File: src/sv/stq_pkg.sv
// shared constants, codes and types for the sorted timer expiry queue
package stq_pkg;

    localparam int QUEUE_DEPTH_DEF = 16;
    localparam int COUNT_BITS_DEF  = 32;
    localparam int ID_BITS         = 8;
    localparam int DELAY_BITS      = 24;
    localparam int KIND_BITS       = 2;

    localparam logic CMD_ADD  = 1'b0;
    localparam logic CMD_TICK = 1'b1;

    localparam logic [KIND_BITS-1:0] KIND_ACCEPT = 2'd0;
    localparam logic [KIND_BITS-1:0] KIND_REJECT = 2'd1;
    localparam logic [KIND_BITS-1:0] KIND_EXPIRE = 2'd2;

    typedef struct packed {
        logic ins;
        logic pop;
    } cell_ctrl_t;

endpackage

File: src/sv/stq_cell.sv
// one queue slot: holds a timer and shifts right on insert, left on pop
module stq_cell
    import stq_pkg::*;
#(
    parameter int COUNT_BITS = COUNT_BITS_DEF
)
(
    input  logic                  clk,
    input  logic                  rst_n,
    input  cell_ctrl_t            ctrl,
    input  logic [COUNT_BITS-1:0] new_deadline,
    input  logic [ID_BITS-1:0]    new_handle,
    input  logic                  prev_after,
    input  logic                  prev_valid,
    input  logic [COUNT_BITS-1:0] prev_deadline,
    input  logic [ID_BITS-1:0]    prev_handle,
    input  logic                  next_valid,
    input  logic [COUNT_BITS-1:0] next_deadline,
    input  logic [ID_BITS-1:0]    next_handle,
    output logic                  after,
    output logic                  valid,
    output logic [COUNT_BITS-1:0] deadline,
    output logic [ID_BITS-1:0]    handle
);

    logic                  valid_reg;
    logic [COUNT_BITS-1:0] deadline_reg;
    logic [ID_BITS-1:0]    handle_reg;

    // slot is at or past the insert point
    assign after    = !valid_reg || (deadline_reg >= new_deadline);
    assign valid    = valid_reg;
    assign deadline = deadline_reg;
    assign handle   = handle_reg;

    always_ff @(posedge clk or negedge rst_n)
    begin
        if (!rst_n)
        begin
            valid_reg <= 1'b0;
        end
        else if (ctrl.pop)
        begin
            valid_reg <= next_valid;
        end
        else if (ctrl.ins)
        begin
            if (prev_after)
            begin
                valid_reg <= prev_valid;
            end
            else if (after)
            begin
                valid_reg <= 1'b1;
            end
        end
    end

    always_ff @(posedge clk)
    begin
        if (ctrl.pop)
        begin
            deadline_reg <= next_deadline;
            handle_reg   <= next_handle;
        end
        else if (ctrl.ins)
        begin
            if (prev_after)
            begin
                deadline_reg <= prev_deadline;
                handle_reg   <= prev_handle;
            end
            else if (after)
            begin
                deadline_reg <= new_deadline;
                handle_reg   <= new_handle;
            end
        end
    end

endmodule

File: src/sv/sorted_timer_expiry_queue_top.sv
// top level: tick counter, command sequencer and the chain of queue slots
//
// channel  dir  tdata                          tuser        tlast
// s_axis   in   timer_id[7:0], delay[31:8]     command[0]   -
// m_axis   out  expired_id[7:0]                kind[1:0]    last
//
// add: take the request and form the deadline in S_IDLE, then insert in S_ADD
// tick: take the request and bump the counter, then pop each due expiry from
//   the head of the slot chain, or return to idle if none is due
// reset clears the counter and all slot valid bits; no clearing pass
// a stalled m_axis holds the sequencer; s_axis is taken only when idle
module sorted_timer_expiry_queue_top
    import stq_pkg::*;
#(
    parameter int QUEUE_DEPTH = QUEUE_DEPTH_DEF,
    parameter int COUNT_BITS  = COUNT_BITS_DEF
)
(
    input  logic                 clk,
    input  logic                 rst_n,
    input  logic                 s_axis_tvalid,
    output logic                 s_axis_tready,
    input  logic [31:0]          s_axis_tdata,   // timer_id, delay
    input  logic                 s_axis_tuser,   // command
    output logic                 m_axis_tvalid,
    input  logic                 m_axis_tready,
    output logic [7:0]           m_axis_tdata,   // expired_id
    output logic [KIND_BITS-1:0] m_axis_tuser,   // kind
    output logic                 m_axis_tlast
);

    localparam int SUM_BITS = ((COUNT_BITS > DELAY_BITS) ? COUNT_BITS : DELAY_BITS) + 1;
    localparam logic [COUNT_BITS-1:0] COUNT_MAX = {COUNT_BITS{1'b1}};

    typedef enum logic [1:0] {
        S_IDLE,
        S_ADD,
        S_TICK
    } state_t;

    state_t                 state_reg;
    logic [COUNT_BITS-1:0]  count_reg;
    logic [COUNT_BITS-1:0]  deadline_reg;
    logic [ID_BITS-1:0]     id_reg;
    logic                   m_valid_reg;
    logic [ID_BITS-1:0]     m_id_reg;
    logic [KIND_BITS-1:0]   m_kind_reg;
    logic                   m_last_reg;

    logic [ID_BITS-1:0]     in_id;
    logic [DELAY_BITS-1:0]  in_delay;
    logic [SUM_BITS-1:0]    sum;
    logic [COUNT_BITS-1:0]  deadline_next;
    logic                   accept;
    logic                   slot_free;
    logic                   full;
    logic                   head_due;
    logic                   second_due;
    cell_ctrl_t             ctrl;

    logic                  c_after    [QUEUE_DEPTH];
    logic                  c_valid    [QUEUE_DEPTH];
    logic [COUNT_BITS-1:0] c_deadline [QUEUE_DEPTH];
    logic [ID_BITS-1:0]    c_handle   [QUEUE_DEPTH];

    assign in_id    = s_axis_tdata[ID_BITS-1:0];
    assign in_delay = s_axis_tdata[ID_BITS +: DELAY_BITS];

    // saturating deadline
    assign sum = SUM_BITS'(count_reg) + SUM_BITS'(in_delay);
    assign deadline_next = (sum > SUM_BITS'(COUNT_MAX)) ? COUNT_MAX : sum[COUNT_BITS-1:0];

    assign s_axis_tready = (state_reg == S_IDLE);
    assign accept        = s_axis_tvalid && s_axis_tready;
    assign slot_free     = !m_valid_reg || m_axis_tready;
    assign full          = c_valid[QUEUE_DEPTH-1];
    assign head_due      = c_valid[0] && (c_deadline[0] <= count_reg);
    assign second_due    = c_valid[1] && (c_deadline[1] <= count_reg);

    always_comb
    begin
        ctrl = '0;
        if (state_reg == S_ADD && slot_free && !full)
        begin
            ctrl.ins = 1'b1;
        end
        if (state_reg == S_TICK && slot_free && head_due)
        begin
            ctrl.pop = 1'b1;
        end
    end

    always_ff @(posedge clk or negedge rst_n)
    begin
        if (!rst_n)
        begin
            state_reg    <= S_IDLE;
            count_reg    <= '0;
            deadline_reg <= '0;
            id_reg       <= '0;
            m_valid_reg  <= 1'b0;
            m_id_reg     <= '0;
            m_kind_reg   <= KIND_ACCEPT;
            m_last_reg   <= 1'b0;
        end
        else
        begin
            if (m_valid_reg && m_axis_tready)
            begin
                m_valid_reg <= 1'b0;
            end
            unique case (state_reg)
                S_IDLE:
                begin
                    if (accept)
                    begin
                        id_reg       <= in_id;
                        deadline_reg <= deadline_next;
                        if (s_axis_tuser == CMD_TICK)
                        begin
                            if (count_reg != COUNT_MAX)
                            begin
                                count_reg <= count_reg + 1'b1;
                            end
                            state_reg <= S_TICK;
                        end
                        else
                        begin
                            state_reg <= S_ADD;
                        end
                    end
                end
                S_ADD:
                begin
                    if (slot_free)
                    begin
                        m_valid_reg <= 1'b1;
                        m_id_reg    <= id_reg;
                        m_kind_reg  <= full ? KIND_REJECT : KIND_ACCEPT;
                        m_last_reg  <= 1'b1;
                        state_reg   <= S_IDLE;
                    end
                end
                S_TICK:
                begin
                    if (!head_due)
                    begin
                        state_reg <= S_IDLE;
                    end
                    else if (slot_free)
                    begin
                        m_valid_reg <= 1'b1;
                        m_id_reg    <= c_handle[0];
                        m_kind_reg  <= KIND_EXPIRE;
                        m_last_reg  <= !second_due;
                        if (!second_due)
                        begin
                            state_reg <= S_IDLE;
                        end
                    end
                end
                default:
                begin
                    state_reg <= S_IDLE;
                end
            endcase
        end
    end

    assign m_axis_tvalid = m_valid_reg;
    assign m_axis_tdata  = m_id_reg;
    assign m_axis_tuser  = m_kind_reg;
    assign m_axis_tlast  = m_last_reg;

    for (genvar i = 0; i < QUEUE_DEPTH; i++)
    begin : g_cell
        logic                  p_after;
        logic                  p_valid;
        logic [COUNT_BITS-1:0] p_deadline;
        logic [ID_BITS-1:0]    p_handle;
        logic                  n_valid;
        logic [COUNT_BITS-1:0] n_deadline;
        logic [ID_BITS-1:0]    n_handle;

        if (i == 0)
        begin : g_first
            assign p_after    = 1'b0;
            assign p_valid    = 1'b0;
            assign p_deadline = '0;
            assign p_handle   = '0;
        end
        else
        begin : g_mid
            assign p_after    = c_after[i-1];
            assign p_valid    = c_valid[i-1];
            assign p_deadline = c_deadline[i-1];
            assign p_handle   = c_handle[i-1];
        end

        if (i == QUEUE_DEPTH - 1)
        begin : g_last
            assign n_valid    = 1'b0;
            assign n_deadline = '0;
            assign n_handle   = '0;
        end
        else
        begin : g_inner
            assign n_valid    = c_valid[i+1];
            assign n_deadline = c_deadline[i+1];
            assign n_handle   = c_handle[i+1];
        end

        stq_cell #(
            .COUNT_BITS (COUNT_BITS)
        ) u_cell (
            .clk           (clk),
            .rst_n         (rst_n),
            .ctrl          (ctrl),
            .new_deadline  (deadline_reg),
            .new_handle    (id_reg),
            .prev_after    (p_after),
            .prev_valid    (p_valid),
            .prev_deadline (p_deadline),
            .prev_handle   (p_handle),
            .next_valid    (n_valid),
            .next_deadline (n_deadline),
            .next_handle   (n_handle),
            .after         (c_after[i]),
            .valid         (c_valid[i]),
            .deadline      (c_deadline[i]),
            .handle        (c_handle[i])
        );
    end

endmodule
File: config.mk
export PLATFORM = sky130hd
export DESIGN_NAME = sorted_timer_expiry_queue_top
export DESIGN_NICKNAME = d
export VERILOG_FILES = /design/src/sv/stq_pkg.sv /design/src/sv/stq_cell.sv /design/src/sv/sorted_timer_expiry_queue_top.sv
export SDC_FILE = /design/constraint.sdc
export NUM_CORES = 2
export LEC_CHECK = 0
export ABC_AREA = 1
export BUFFER_PORTS_ARGS = -buffer_cell sky130_fd_sc_hd__buf_4
export CORE_MARGIN = 10
export CORE_UTILIZATION = 65
export DETAILED_ROUTE_END_ITERATION = 8
export PLACE_DENSITY = 0.93
export SYNTH_ARGS = -nofsm -noshare
export SYNTH_HDL_FRONTEND = slang
export SYNTH_HIERARCHICAL = 1
export SYNTH_SLANG_ARGS = --single-unit
File: constraint.sdc
create_clock -name clk -period 7.76 [get_ports clk]
set_clock_uncertainty 0.05 [all_clocks]
set_input_delay 1.552 -clock clk [delete_from_list [all_inputs] [get_ports clk]]
set_output_delay 1.552 -clock clk [all_outputs]
set_load 0.005 [all_outputs]
**Yosys cells after proc, flatten, opt, wreduce, memory -nomap -nowiden**

Cells that the tools add are included.

- Memory bits (read-only): 0
- Flip-flop bits (word level): 742
- Logic and storage cells: 382
- Latch bits: 0
- Output and inout port bits: 13
- Memories: 0
- Bits in writable memories: 0
- Input port bits: 37

- Muxes and demuxes: 212
- $add $sub $neg: 2
- Divide/modulo/power cells: 0
- Shifts and indexed selects: 0
- Equal/unequal tests: 9
- $lt $le $gt $ge: 19
- Reductions and logical operators: 84
- Bitwise gates (word level): 0
- Multipliers: 0

Operators with widths:

| cell | number |
|---|---|
| $mux W32 | 62 |
| $ge A32 B32 Y1 | 16 |
| $mux W8 | 64 |
| $mux W1 | 72 |
| $le A32 B32 Y1 | 2 |
| $reduce_bool A3 Y1 | 15 |
| $reduce_and A2 Y1 | 18 |
| $add A32 B24 Y33 | 1 |
| $gt A33 B32 Y1 const B | 1 |
| $add A32 B1 Y32 const B | 1 |
| $ne A32 B32 Y1 const B | 1 |
| $logic_not A1 Y1 | 18 |
| $mux W2 | 9 |
| $logic_or A1 B1 Y1 | 17 |
| $pmux W8 S2 | 1 |
| $reduce_and A4 Y1 | 3 |
| $logic_and A1 B1 Y1 | 8 |
| $reduce_bool A2 Y1 | 4 |
| $ne A2 B2 Y1 const B | 3 |
| $ne A3 B3 Y1 const B | 2 |
| $pmux W2 S3 | 1 |
| $pmux W1 S2 | 2 |
| $pmux W2 S2 | 1 |
| $eq A2 B1 Y1 const B | 1 |
| other kinds (3) | 3 |

**Logic depth before layout (Yosys ltp)**

- Word-level depth: 7
- Mapped depth: 25
- Gate-level depth less buffers: 22

**Hierarchy**

Netlist, hierarchy kept.

By module, submodules not included:

| module | cells an instance | times used | seq. area each (um2) | area each (um2) |
|---|---|---|---|---|
| stq_cell | 340 | 16 | 1226.2 | 2846.5 |
| sorted_timer_expiry_queue_top | 1015 | 1 | 2152.1 | 7143.1 |

**Worst setup path before layout**

No wires, ideal clock.

- Kind: input -> register
- Start point: input port m_axis_tready
- End point: register g_cell[10].u_cell.deadline_reg[0], enable pin
- Setup slack: 3.553 ns
- Library setup time: 0.395 ns
- Cell stages on the path: 11
- Arrival time: 3.762 ns
- Buffers on the path: 3
- Required time: 7.315 ns
- Cells stage by stage: nor2_1 inv_1 nand2_1 buf_2 inv_1 buf_6 nor2_4 buf_4 nand3_2 nand2_2 inv_1

RTL lines:

| element | RTL line | RTL |
|---|---|---|
| start, declared | sorted_timer_expiry_queue_top.sv:26 | `input logic m_axis_tready,` |
| end signal, assigned | stq_cell.sv:63 | `deadline_reg <= next_deadline;` |
| end signal, assigned | stq_cell.sv:70 | `deadline_reg <= prev_deadline;` |
| end signal, assigned | stq_cell.sv:75 | `deadline_reg <= new_deadline;` |
| end, declared | stq_cell.sv:27 | `logic [COUNT_BITS-1:0] deadline_reg;` |

==> summary.txt <==
Outcome
  – Outcome: finished, violations left
  – Failing checks: DRC, slew limit

Global route
  – First-pass GRT wire length: 254 mm
  – Largest net degree at the start of global routing: 155
  – Gr usage total: 33.5%
  – Number of antenna violations at the first check in global routing: 0
  – Vias in the first global route: 48200
  – Global route overflow: 0

Logic synthesis
  – Synth Warn #: 6
  – Cell Area, Synth: 52700 µm²
  – Syn_area_per_cell: 8.16 µm²
  – Synth Instances: 6454

Route
  – DRC errors left: 4
  – DR vias: 48700
  – DR vias/cell: 6.39
  – Wirelength per Cell: 21.1 µm
  – Length of the first detailed-routing pass in iterations: 9
  – ANT nets after route: 0
  – Starting DRT DRC Count: 6601
  – Post-Route WL: 161 mm

Timing
  – Hold violation count in the final report: 0
  – Final worst-path cycle share: 73.3%
  – RSZ-0062 raised after global routing: false
  – Final hold slack: 444 ps
  – Fmax: 176 MHz
  – Final Critical Period: 5690 ps
  – Least-Margin Pin Slew: 2940 ps
  – Fin Setup TNS: 0 ps
  – Worst rel slew slack: -97.0%
  – Final Max Tran Viols: 41
  – Final setup violation count: 0

Clocking
  – Post-CTS Setup Inserts: 0
  – CTS tree: done
  – H-tree Lvls: 3
  – Hold buffers post-CTS: 0
  – Number of gates resized after CTS: 0
  – Clock Latency Late Sink: 650 ps
  – Clock Path Buffers: 3
  – Num CTS Buffers: 80
  – Clk slew on worst S/H paths: 60 ps
  – # clock sinks: 742
  – Root Buffer: clkbuf_16

Final layout
  – Final core utilization: 70.4%
  – Layout cells sized above 1: 6.53%
  – Layout overhead on the synthesized area: 7.46%
  – # fillers: 5588
  – Most frequent cells in the layout: nand2_1, inv_1, edfxtp_1
  – Most common cell after layout, fill and taps aside: nand2_1
  – Largest register FFs: 512
  – Nets: 7142

Floorplanning
  – Rows: 104
  – Full die area: 92800 µm²
  – Die Width: 305 µm
  – Starting Density: 65.5%
  – Core ar.: 80400 µm²
  – IO Pins: 50
  – Height of the chip: 305 µm

Worst setup path
  – CP startpoint: count_reg[31]$_DFFE_PN0P_
  – Critical path's slowest cell: inv_8
  – Delay of the slowest critical-path stage: 840 ps
  – Cell-by-cell trace of the critical path: inv_1, ha_1, nand2_1, nor2_1, nand2_1, nor4_1, nand4_1, nand2_1, nand2_1, nor2_1, nand2_1, inv_8, buf_4, nor2_4, nand3_2, nand2_2, inv_1, buf_4
  – Worst Path Buf+Inv: 5
  – CP endpoint: g_cell[8].u_cell/deadline[5]$_DFFE_PP_
  – Reg2Reg Depth: 18
  – Critical path class: reg -> reg
  – Reg2Reg Capture Point: g_cell[8].u_cell/deadline[5]$_DFFE_PP_
  – Required @ worst endpoint: 7990 ps
  – CP top delay family: buffers and inverters
  – CP arrival: 5920 ps
  – Critical Path Start Type: flip-flop
  – Reg2reg start: count_reg[31]$_DFFE_PN0P_
  – Cell repeated most along the worst path: nand2_1
  – Worst-path maximum fanout: 154
  – CP Capture Type: flip-flop
  – CP Depth: 18
  – R2r setup slk: 2070 ps

Place
  – Final estimated routing congestion in global placement: 0.967
  – Hpwl dp: 117 mm
  – # port buffers: 49

Power and ir drop
  – VDD IR max: 0.331 mV
  – Leak: 26.2 nW
  – Cell Pwr Density: 458 nW/µm²

Worst hold path
  – Hold WC Path Type: reg -> reg

Run
  – Max_cap viols: 0
power breakdown:
part	internal, W	leakage, nW	switching, W	total, W
registers	0.00693	7.15	0.00221	0.00914
clock network	0.00228	1.30	0.00170	0.00398
logic	0.00438	17.8	0.00841	0.0128
total	0.0136	26.2	0.0123	0.0259
metal layers:
layer | vias up | GRT usage [%] | share of wire (%)
met5 | - | 0 | 0
met4 | 0 | 24.9 | 8.3
met3 | 944 | 6.04 | 11
met2 | 3592 | 54.6 | 46
met1 | 22500 | 39.2 | 35
li1 | 21700 | - | -
how the worst min path moves through the flow:
| stage | startpoint | to | slack (ps) | cells past startpoint |
|---|---|---|---|---|
| finish | m_axis_tuser[1]$_DFFE_PN0P_ | m_axis_tuser[1]$_DFFE_PN0P_ | 440 | 2 |
| global route | m_axis_tuser[1]$_DFFE_PN0P_ | m_axis_tuser[1]$_DFFE_PN0P_ | 470 | 2 |
| CTS | m_axis_tuser[1]$_DFFE_PN0P_ | m_axis_tuser[1]$_DFFE_PN0P_ | 450 | 2 |
| detailed placement | m_axis_tuser[1]$_DFFE_PN0P_ | m_axis_tuser[1]$_DFFE_PN0P_ | 440 | 2 |
| global placement | m_axis_tuser[1]$_DFFE_PN0P_ | m_axis_tuser[1]$_DFFE_PN0P_ | 430 | 2 |
| floorplan | state_reg[1]$_DFFE_PN0P_ | state_reg[1]$_DFFE_PN0P_ | 420 | 2 |
through the flow:
step / power, W / instance area, µm² / cells / setup WS (ps)
3_5_place_dp: 0.0211 / 54000 / 7478 / 2270
5_1_grt: 0.0275 / 56600 / 7625 / 1820
2_1_floorplan: 0.0172 / 53000 / 6537 / 3550
3_3_place_gp: 0.0202 / 54000 / 7478 / 2390
6_report: 0.0259 / 56600 / 7626 / 2070
4_1_cts: 0.0253 / 56600 / 7625 / 2240
layout make-up:
class | instances | area, µm² | share of cell area [%]
antenna | 1 | 2.50 | 0.00442
clock buffer | 100 | 2200 | 3.88
clock inverter | 47 | 450 | 0.796
inverter | 816 | 3070 | 5.42
multi-input combinational | 4758 | 27000 | 47.7
sequential | 742 | 21800 | 38.5
tap | 1060 | 1330 | 2.34
timing repair buffer | 102 | 766 | 1.35
worst min-delay path: stages, from the launching register on:
cell and delay (ps):
dfrtp_1 350, nand2_1 60, nand2_1 60
Power figures use the tool's default switching activity.
